File: src/rtl/assert_macros.svh
// Assertion macros shared by the bloom filter RTL.
`ifndef ASSERT_MACROS_SVH
`define ASSERT_MACROS_SVH

// Check that the consequent holds in the same cycle as the antecedent.
`define BFIP_ASSERT_SAME(label, clk, rst_n, ante, cons, msg) \
    label: assert property (@(posedge clk) disable iff (!rst_n) (ante) |-> (cons)) \
        else $error(msg);

// Check that the consequent holds in the cycle after the antecedent.
`define BFIP_ASSERT_NEXT(label, clk, rst_n, ante, cons, msg) \
    label: assert property (@(posedge clk) disable iff (!rst_n) (ante) |=> (cons)) \
        else $error(msg);

`endif

File: src/rtl/bfip_pkg.sv
// Package with the types, codes and constants of the bloom filter engine.
package bfip_pkg;

    // Payload and register widths
    localparam int DATA_W    = 32;
    localparam int M_W       = 17;
    localparam int K_W       = 5;
    localparam int CFG_W     = 17;
    localparam int REG_IDX_W = 1;
    localparam int BIT_W     = 5;
    localparam int FACTOR_W  = 7;
    localparam int FIDX_W    = 4;

    // Register indexes of the configuration port
    localparam logic [REG_IDX_W-1:0] REG_HASH_COUNT  = 1'b0;
    localparam logic [REG_IDX_W-1:0] REG_FILTER_BITS = 1'b1;

    // Operation codes of an input item
    localparam logic FUNC_INSERT = 1'b0;
    localparam logic FUNC_QUERY  = 1'b1;

    // Register reset values and fixed limits
    localparam logic [K_W-1:0] HASH_COUNT_RESET  = 5'd1;
    localparam int             FILTER_BITS_RESET = 65536;
    localparam int             FILTER_BITS_MIN   = 32;
    localparam int             FILTER_BITS_TOP   = (1 << M_W) - 1;
    localparam int             HASH_COUNT_TOP    = (1 << K_W) - 1;

    // Prime factor table
    localparam int                PRIME_COUNT = 15;
    localparam logic [FIDX_W-1:0] PRIME_LAST  = 4'(PRIME_COUNT - 1);

    // Remainder unit: bits retired per cycle and iterations per remainder
    localparam int MOD_STEP   = 4;
    localparam int MOD_CYCLES = DATA_W / MOD_STEP;
    localparam int MOD_CNT_W  = $clog2(MOD_CYCLES);

    // Result of the remainder unit
    typedef struct packed {
        logic           done;
        logic [M_W-1:0] rem;
    } mod_res_t;

    // Access request to the filter store
    typedef struct packed {
        logic rd_en;
        logic wr_en;
    } store_ctl_t;

    function automatic logic [FACTOR_W-1:0] prime_factor(input logic [FIDX_W-1:0] idx);
        logic [FACTOR_W-1:0] f;
        case (idx)
            4'd0:    f = 7'd23;
            4'd1:    f = 7'd29;
            4'd2:    f = 7'd31;
            4'd3:    f = 7'd37;
            4'd4:    f = 7'd41;
            4'd5:    f = 7'd43;
            4'd6:    f = 7'd47;
            4'd7:    f = 7'd53;
            4'd8:    f = 7'd59;
            4'd9:    f = 7'd61;
            4'd10:   f = 7'd67;
            4'd11:   f = 7'd71;
            4'd12:   f = 7'd73;
            4'd13:   f = 7'd79;
            4'd14:   f = 7'd83;
            default: f = 7'd0;
        endcase
        return f;
    endfunction

endpackage

File: src/rtl/bfip_mod.sv
// Iterative remainder unit: 32-bit dividend modulo a 17-bit divisor, MOD_STEP bits a cycle.
`include "assert_macros.svh"

module bfip_mod
(
    input  logic                          clk,
    input  logic                          rst_n,
    input  logic                          start,
    input  logic [bfip_pkg::DATA_W-1:0]   dividend,
    input  logic [bfip_pkg::M_W-1:0]      divisor,
    output bfip_pkg::mod_res_t            res
);

    logic                             busy_reg;
    logic                             done_reg;
    logic [bfip_pkg::MOD_CNT_W-1:0]   cnt_reg;
    logic [bfip_pkg::DATA_W-1:0]      dvd_reg;
    logic [bfip_pkg::DATA_W-1:0]      dvd_next;
    logic [bfip_pkg::M_W-1:0]         rem_reg;
    logic [bfip_pkg::M_W-1:0]         rem_next;
    logic [bfip_pkg::M_W:0]           r;
    logic [bfip_pkg::DATA_W-1:0]      d;

    localparam logic [bfip_pkg::MOD_CNT_W-1:0] CNT_LAST =
        bfip_pkg::MOD_CNT_W'(bfip_pkg::MOD_CYCLES - 1);

    // Shift in dividend bits, subtract the divisor whenever it fits
    always_comb
    begin
        r = {1'b0, rem_reg};
        d = dvd_reg;
        for (int i = 0; i < bfip_pkg::MOD_STEP; i++)
        begin
            r = {r[bfip_pkg::M_W-1:0], d[bfip_pkg::DATA_W-1]};
            d = {d[bfip_pkg::DATA_W-2:0], 1'b0};
            if (r >= {1'b0, divisor})
            begin
                r = r - {1'b0, divisor};
            end
        end
        rem_next = r[bfip_pkg::M_W-1:0];
        dvd_next = d;
    end

    // Sequence the iterations
    always_ff @(posedge clk or negedge rst_n)
    begin
        if (!rst_n)
        begin
            busy_reg <= 1'b0;
            done_reg <= 1'b0;
            cnt_reg  <= '0;
        end
        else
        begin
            done_reg <= 1'b0;
            if (start)
            begin
                busy_reg <= 1'b1;
                cnt_reg  <= '0;
            end
            else if (busy_reg)
            begin
                cnt_reg <= cnt_reg + 1'b1;
                if (cnt_reg == CNT_LAST)
                begin
                    busy_reg <= 1'b0;
                    done_reg <= 1'b1;
                end
            end
        end
    end

    // Hold the partial remainder and the remaining dividend bits
    always_ff @(posedge clk)
    begin
        if (start)
        begin
            rem_reg <= '0;
            dvd_reg <= dividend;
        end
        else if (busy_reg)
        begin
            rem_reg <= rem_next;
            dvd_reg <= dvd_next;
        end
    end

    assign res.done = done_reg;
    assign res.rem  = rem_reg;

    `BFIP_ASSERT_SAME(a_no_restart, clk, rst_n, start, !busy_reg, "remainder unit restarted while busy")
    `BFIP_ASSERT_SAME(a_rem_range, clk, rst_n, done_reg, rem_reg < divisor, "remainder not below divisor")

endmodule

File: config.mk
export PLATFORM = sky130hd
export DESIGN_NAME = bfip_mod
export DESIGN_NICKNAME = d
export VERILOG_FILES = /design/src/rtl/bfip_pkg.sv /design/src/rtl/bfip_mod.sv
export VERILOG_INCLUDE_DIRS = /design/src /design/src/rtl
export SDC_FILE = /design/constraint.sdc
export NUM_CORES = 1
export LEC_CHECK = 0
export BUFFER_PORTS_ARGS = -buffer_cell sky130_fd_sc_hd__buf_2
export CORE_UTILIZATION = 55
export DETAILED_ROUTE_END_ITERATION = 7
export PLACE_DENSITY = 0.81
export RECOVER_POWER = 50
export SYNTH_ARGS = -nofsm -noshare
export SYNTH_HDL_FRONTEND = slang
export SYNTH_SLANG_ARGS = --single-unit
File: constraint.sdc
create_clock -name clk -period 9.2 [get_ports clk]
set_input_delay 1.84 -clock clk [delete_from_list [all_inputs] [get_ports clk]]
set_output_delay 1.84 -clock clk [all_outputs]
set_load 0.05 [all_outputs]
* Word level (Yosys, flattened, before mapping)
Index checks and enable logic that the tools add are counted.
** Word-level totals
- Bits in registers :: 54
- Latch bits :: 0
- RAM bits :: 0
- Bits in read-only memories :: 0
- Input bits :: 52
- Output and inout bits :: 18
- Logic and storage cells :: 30
- Memories kept :: 0
** Operators by class
- Add/subtract/negate cells :: 5
- Multiply operators :: 0
- Divide/modulo/power cells :: 0
- $lt $le $gt $ge :: 4
- Equal/unequal tests :: 1
- Shift operators :: 0
- Muxes and demuxes :: 14
- Bitwise gates (word level) :: 0
- Reductions and logical operators :: 1
** Operators with widths (number)
- 18-bit by 17-bit greater-or-equal comparator with 1-bit output :: 4
- 17-bit two-way mux :: 4
- 17-bit subtractor :: 4
- 32-bit two-way mux :: 2
- 1-bit two-way mux :: 6
- 3-bit two-way mux :: 2
- 3-bit by 1-bit adder with 3-bit output, second input constant :: 1
- 3-bit equality test, second input constant :: 1
- 2-bit nonzero test :: 1

* Depth between registers and ports, before layout
Gate-level depths: netlist of the first run.
- Word-level depth :: 8
- Gate-level depth with buffers :: 48
- Gate-level depth less buffers :: 41

* Least setup slack after synthesis of the first run
OpenSTA, ideal clock, no wires.
- Path type :: input -> register
- Start point :: input divisor[0] (netlist name)
- End point :: register rem_reg[0] (netlist name)
- Library setup time :: 122 ps
- Arrival time :: 10822 ps
- Required time :: 9078 ps
- Setup slack :: -1743 ps
- Stages on the path :: 42
- Buffers on the path :: 6
- Path through :: ha_1 inv_1 fa_1 a211oi_1 o211ai_1 a21oi_1 a21o_1 nand2_1 buf_2 mux2_2 ha_1 a211oi_1 o21ai_0 a211oi_1 a21oi_1 o21ai_1 o211ai_4 buf_2 (+6 left out) nor2_1 a211oi_1 mux2i_1 buf_6 buf_6 mux2i_1 fa_1 a21oi_1 o21ai_0 a2111oi_0 o211ai_1 a31oi_1 nor2_1 a311o_1 a211o_1 buf_6 buf_6 o311a_1
** On the way
- Cells in the longest elaborated chain, start to end :: 8
- Elaborated cells on any way between the ends :: 12
- Those cells by class :: 4 x add/sub; 4 x order compare; 4 x mux
** RTL lines
- start, declared :: line bfip_mod.sv:10 : input logic [bfip_pkg::M_W-1:0] divisor,
- 17-bit subtractor / 18-bit by 17-bit greater-or-equal comparator with 1-bit output (equally long branches) :: line bfip_mod.sv:38, bfip_mod.sv:36
- 17-bit two-way mux :: line bfip_mod.sv:36 : if (r >= {1'b0, divisor})
- 17-bit subtractor / 18-bit by 17-bit greater-or-equal comparator with 1-bit output (equally long branches) :: line bfip_mod.sv:38, bfip_mod.sv:36
- 17-bit two-way mux :: line bfip_mod.sv:36
- 17-bit subtractor / 18-bit by 17-bit greater-or-equal comparator with 1-bit output (equally long branches) :: line bfip_mod.sv:38, bfip_mod.sv:36
- 17-bit two-way mux :: line bfip_mod.sv:36
- 18-bit by 17-bit greater-or-equal comparator with 1-bit output :: line bfip_mod.sv:36
- 17-bit two-way mux (*) :: line bfip_mod.sv:36
- end signal, assigned :: line bfip_mod.sv:84 : rem_reg <= rem_next;
- end, declared :: line bfip_mod.sv:19 : logic [bfip_pkg::M_W-1:0] rem_reg;
Mark *: on every way between the ends. The rest lies on a longest branch, timed or not.
A chain may end at the register's enable or synchronous reset.

* Worst setup path in the final report of the first run
- Start point :: input divisor[0] (netlist name)
- End point :: register rem_reg[15] (netlist name)
** On the way
- Cells in the longest elaborated chain, start to end :: 8
- Elaborated cells on any way between the ends :: 12
- Those cells by class :: 4 x add/sub; 4 x order compare; 4 x mux
** RTL lines (line)
- 17-bit subtractor / 18-bit by 17-bit greater-or-equal comparator with 1-bit output (equally long branches) :: bfip_mod.sv:38, bfip_mod.sv:36
- 17-bit two-way mux :: bfip_mod.sv:36
- 17-bit subtractor / 18-bit by 17-bit greater-or-equal comparator with 1-bit output (equally long branches) :: bfip_mod.sv:38, bfip_mod.sv:36
- 17-bit two-way mux :: bfip_mod.sv:36
- 17-bit subtractor / 18-bit by 17-bit greater-or-equal comparator with 1-bit output (equally long branches) :: bfip_mod.sv:38, bfip_mod.sv:36
- 17-bit two-way mux :: bfip_mod.sv:36
- 17-bit subtractor / 18-bit by 17-bit greater-or-equal comparator with 1-bit output (equally long branches) :: bfip_mod.sv:38, bfip_mod.sv:36
- 17-bit two-way mux (*) :: bfip_mod.sv:36
Marked as above.

==> run_results.csv, run 1 <==
group,metric,value,unit
grt,grt_use_total,47.8,%
floorplanning,initial_utilization,57.6,%
cts,cts_sinks,54,
flow_run,drv_cap,0,
cts,cts_made_buffers,5,
sta,fin_crit_sh,119,%
cts,cts_hold_buf,0,
cts,cts_tree,"yes",
sta,postLayoutSetupSlackWorst,-1.77,ns
grt,grt_max_degree,52,
worst_setup_path,cp_slowest_cell,"ha_1",
worst_setup_path,endpoint_kind,"flop",
sta,relSlewSlack,18.4,%
synth,synth_edf_count,32,
worst_setup_path,startpoint_type,"input pin",
synth,synthesis.nets,855,
worst_setup_path,arrival,11.15,ns
outcome,violations,"setup timing",
placement,routabilityCongestion,1.02,
finish,drive_gt1_share,48.4,%
sta,rsz0062_at_grt,"yes",
synth,ys_seq_elements,54,
cts,path_clk_slew,0.07,ns
routing,routed_wl,29900,µm
cts,htreeDepth,2,
grt,grt_overflow,0,
grt,first_global_vias,8033,
finish,finalNetCount,1173,
cts,root_buffer,"clkbuf_16",
synth,synth_top_area_share,15.0,%
finish,largest_reg_flops,32,
synth,synth_area,0.00639,mm²
routing,drcViolationCount,0,
cts,cts_max_path_buffers,2,
routing,ant_nets,0,
placement,io_buffers,69,
synth,synth_async_sr_flop_share,9.26,%
synth,syn_inst,729,
finish,fin_cells,1189,
worst_setup_path,cp_common_cell,"buf_4",
finish,synthToLayoutAreaGrowth,53.4,%
synth,ys_types,76,
floorplanning,fp.dieW,110,µm
synth,ys_top_cells_by_area,"edfxtp_1 15%, ha_1 14%, mux2_2 10%",
placement,place_inst,1136,
routing,via_per_inst,6.77,
worst_setup_path,slowest_delay,0.39,ns
sta,slew_violations,0,
min_path,min_path_type,"flop to flop",
sta,period_minus_slack,10.97,ns
cts,clk_latency,0.29,ns
floorplanning,core,0.0111,mm²
finish,final_common_cell,"buf_4",
routing,drt_iter0_markers,1121,
synth,synth_top_flop_cell,"edfxtp_1",
floorplanning,dieHeight,110,µm
synth,yosysTopAreaCell,"edfxtp_1",
sta,tightest_slew,1.22,ns
sta,skew,0.00735,ns
sta,max_freq,0.0911,GHz
worst_setup_path,critical_path.top_delay_family,"compound AO/OA/AOI/OAI gates",
grt,antenna_found_initial,1,
sta,finalHoldViolations,0,
routing,wl_per_cell,25.2,µm
synth,ys_seq_area_share,22.3,%
routing,drt_pass1_iterations,5,
floorplanning,dieArea,0.0120,mm²
routing,vias,8048,
sta,setup_violations,17,
floorplanning,num_rows,38,
worst_setup_path,cp_num_buf_inv,14,
synth,syn_area_per_cell,8.76,µm²
worst_setup_path,worstPathRequired,9.38,ns
floorplanning,io_pins,70,
synth,yosys_warnings,0,
worst_setup_path,path_max_fanout,5,
worst_setup_path,crit_type,"input pin to flop",
placement,dpl.hpwl,19600,µm
outcome,status,"finished, violations left",
finish,layout_common_cells,"258 x buf_4, 67 x buf_2, 63 x nor2_1",
grt,grt_pass1_wl,42600,µm
synthesized netlist by cell type, drive strengths merged (6+ instances only):
cell and number:
or3 9, a21o 15, mux2i 15, nand3 21
o21ai 41, inv 44, o211ai 9, edfxtp 32
mux2 64, a211oi 18, nand2b 7, and2 6
nand2 38, o21a 13, xor2 15, buf 15
nor2 66, ha 70, xnor2 34, nor2b 8
nand4 13, and3 6, nor3 14, clkbuf 13
dfxtp 17, a21oi 45
metal layers:
layer / track usage [%] / share of wire (%) / vias up
li1: - / - / 3358
met1: 53.0 / 33 / 3695
met2: 77.2 / 44 / 748
met3: 15.2 / 13 / 247
met4: 34.6 / 9.4 / 0
met5: 0 / 0 / -
metrics by stage:
step           setup WS, ns  TNS (ns)  hold slack [ns]  cell area (µm²)  util (%)
6_report              -1.77    -26.61            0.558             9790      88.4
5_1_grt               -2.11    -32.75            0.566             9790      88.4
4_1_cts              -0.623     -9.63            0.556             9550      86.2
3_5_place_dp          -1.59    -26.00            0.530             8720      78.7
3_3_place_gp          -1.30    -20.93            0.506             8720      78.7
2_1_floorplan         -1.09    -16.53            0.490             6670         -
kinds of logic after synthesis:
family,count (synthesis),share of synthesized area (%)
AO/OA/AOI/OAI,195,21.3
XOR/XNOR,49,6.72
flip-flops,54,22.3
adder cells (fa/ha/maj),74,15.0
buffers and inverters,72,5.05
multiplexers,79,13.6
AND/OR/NAND/NOR,206,16.0
path summary, 6_finish.rpt:
kind | from | endpoint | slack [ns] | cells past startpoint
max in group asynchronous | rst_n | done_reg$_DFF_PN0_ | 7.61 | 1
min | dvd_reg[3]$_SDFFCE_PN0P_ | dvd_reg[7]$_DFFE_PP_ | 0.56 | 1
min in group asynchronous | rst_n | busy_reg$_DFF_PN0_ | 1.38 | 1
max | divisor[0] | rem_reg[15]$_SDFFE_PP0P_ | -1.77 | 48
min reg2reg | dvd_reg[3]$_SDFFCE_PN0P_ | dvd_reg[7]$_DFFE_PP_ | 0.56 | 1
max reg2reg | dvd_reg[31]$_DFFE_PP_ | rem_reg[15]$_SDFFE_PP0P_ | -0.73 | 48
layout make-up:
cell class / count / area, µm²
tap: 140 / 175
clock buffer: 6 / 129
clock inverter: 2 / 13.8
inverter: 44 / 171
timing repair buffer: 338 / 2440
fill: 499 / 1280
sequential: 54 / 1430
antenna: 1 / 2.50
multi-input combinational: 604 / 5430
what timing repair did:
item                                    in CTS  in global routing
gates resized for setup                     88                 27
gates cloned                                 1                  0
pin swaps                                   40                 18
setup buffers                               30                 14
endpoints found under the setup margin      17                 17
worst reg2reg max path, delay by kind of cell (launching register included):
kind,cells,cell delay (ns)
buffers and inverters,14,1.95
adders and majority gates,5,1.43
AOI/OAI and AO/OA,20,4.09
muxes,1,0.33
and+or+nand+nor,8,1.54
DFF,1,0.46
Power of run 1 is not shown: default switching activity piles up to over one toggle a cycle in this logic, so the estimate is an artifact.
==> run 2, diff against run 1 <==
CELL_PAD_IN_SITES_DETAIL_PLACEMENT = 1   (was unset)
CELL_PAD_IN_SITES_GLOBAL_PLACEMENT = 2   (was unset)
CORE_UTILIZATION = 34   (was 55)
GPL_ROUTABILITY_DRIVEN = 0   (was unset)
==> run_results.csv, run 2 (same netlist as run 1, synthesis figures left out) <==
group,metric,value,unit
outcome,status,"finished, violations left",
outcome,violations,"DRC, setup timing",
cts,htreeDepth,2,
floorplanning,fp.dieW,139,µm
floorplanning,num_rows,49,
placement,io_buffers,69,
min_path,min_path_type,"flop to flop",
finish,n_fill_cell,2053,
sta,slew_violations,0,
finish,drive_gt1_share,50.4,%
finish,largest_reg_flops,32,
sta,period_minus_slack,10.93,ns
routing,dr_wl_met2,16900,µm
grt,grt_use_total,34.4,%
floorplanning,initial_utilization,35.1,%
grt,grt_overflow,0,
sta,relSlewSlack,12.4,%
sta,finalHoldViolations,0,
sta,max_freq,0.0915,GHz
worst_setup_path,worstPathRequired,9.38,ns
finish,final_area,0.0102,mm²
worst_setup_path,cp_slowest_cell,"o41ai_4",
worst_setup_path,cp-startpoint,"divisor[0]",
sta,setup_violations,17,
placement,post-place-ws,-2.06,ns
grt,first_global_vias,8517,
finish,finalNetCount,1206,
sta,postLayoutSetupSlackWorst,-1.73,ns
floorplanning,io_pins,70,
sta,skew,0.0126,ns
cts,clk_latency,0.31,ns
sta,tightest_slew,1.31,ns
cts,path_clk_slew,0.09,ns
cts,cts_max_path_buffers,2,
routing,ant_nets,0,
finish,diodes,0,
cts,cts_sinks,54,
worst_setup_path,endpoint_kind,"flop",
routing,via_per_inst,6.08,
routing,vias,7963,
routing,wl_met3,2240,µm
cts,cts_tree,"yes",
routing,routed_wl,35300,µm
worst_setup_path,timing.rr.start,"dvd_reg[31]$_DFFE_PP_",
routing,top_layer,"met4",
finish,final_common_cell,"buf_4",
min_path,min-delay-start,"dvd_reg[8]$_DFFE_PP_",
grt,grt_pass1_wl,50600,µm
cts,root_buffer,"clkbuf_16",
routing,drt_iter0_markers,567,
cts,cts_hold_buf,0,
placement,placed_area,0.00889,mm²
routing,drt_pass1_iterations,7,
routing,wl_per_cell,26.9,µm
floorplanning,dieArea,0.0193,mm²
grt,antenna_found_initial,0,
worst_setup_path,arrival,11.11,ns
worst_setup_path,crit_type,"input pin to flop",
routing,wl_met1,13300,µm
routing,drcViolationCount,1,
sta,hold_ws,0.560,ns
worst_setup_path,slowest_delay,0.43,ns
cts,cts_made_buffers,5,
floorplanning,core,0.0182,mm²
finish,synthToLayoutAreaGrowth,60.2,%
grt,grt_max_degree,52,
finish,layout_common_cells,"282 x buf_4, 62 x buf_2, 59 x nor2_1",
worst_setup_path,path_max_fanout,10,
placement,dpl.hpwl,23100,µm
floorplanning,dieHeight,139,µm
sta,rsz0062_at_grt,"yes",
flow_run,drv_cap,0,
sta,fin_crit_sh,119,%
worst_setup_path,startpoint_type,"input pin",
run 2: cell types whose count changed in the layout (fill, tap and decap cells not counted), moves of 4 or more:
cell | previous run | this run
mux2i_1 | 11 | 7
buf_4 | 258 | 282
buf_6 | 7 | 19
nor2_1 | 63 | 59
clkbuf_1 | 2 | 6
buf_2 | 67 | 62
run 2: repair_timing:
action | 4_1_cts | 5_1_grt
setup endpoints to repair | 17 | 17
pin swaps | 58 | 41
cloned | 1 | 0
resized for setup | 96 | 46
endpoints found under the hold margin | 0 | 0
buffers inserted | 43 | 23
run 2: worst paths after layout:
path                                                 to  depth (start not counted)  slack [ns]
worst min-delay path              dvd_reg[12]$_DFFE_PP_                          1        0.56
worst max-delay path            rem_reg[9]$_SDFFE_PP0P_                         42       -1.73
min in group asynchronous        cnt_reg[1]$_DFFE_PN0P_                          1        1.37
worst max register to register  rem_reg[9]$_SDFFE_PP0P_                         42       -0.77
max in group asynchronous        cnt_reg[2]$_DFFE_PN0P_                          1        7.63
worst min register to register    dvd_reg[12]$_DFFE_PP_                          1        0.56
run 2: through the flow:
stage,std cells,utilization [%],setup TNS [ns]
CTS,1288,54.2,-13.94
detailed placement,1237,48.8,-32.17
floorplan,729,-,-16.53
finish,1310,56.2,-27.83
global route,1310,56.2,-29.58
global placement,1237,48.8,-27.53
run 2: area by class of cell:
class | instances | area, µm² | share of cell area (%)
inverters | 44 | 171 | 1.68
flip-flops and latches | 54 | 1430 | 13.9
repair buffers | 371 | 2690 | 26.3
clock buffers | 5 | 125 | 1.22
multi-input cells | 604 | 5510 | 53.8
well taps | 229 | 287 | 2.80
clock inverters | 3 | 20.0 | 0.196
run 2: worst max-delay path, delay by kind of cell:
kind / cells / cell delay [ns]
compound gates: 17 / 4.02
mux: 5 / 1.52
fa+ha+maj: 5 / 1.41
simple gates: 8 / 1.32
buf+inv: 7 / 0.96
run 2: metal layers:
| metal | global-route usage [%] | vias up |
|---|---|---|
| li1 | - | 3432 |
| met1 | 39.5 | 3891 |
| met2 | 60.9 | 449 |
| met3 | 4.59 | 191 |
| met4 | 20.4 | 0 |
| met5 | 0 | - |
Power of run 2 is left out for the same reason.
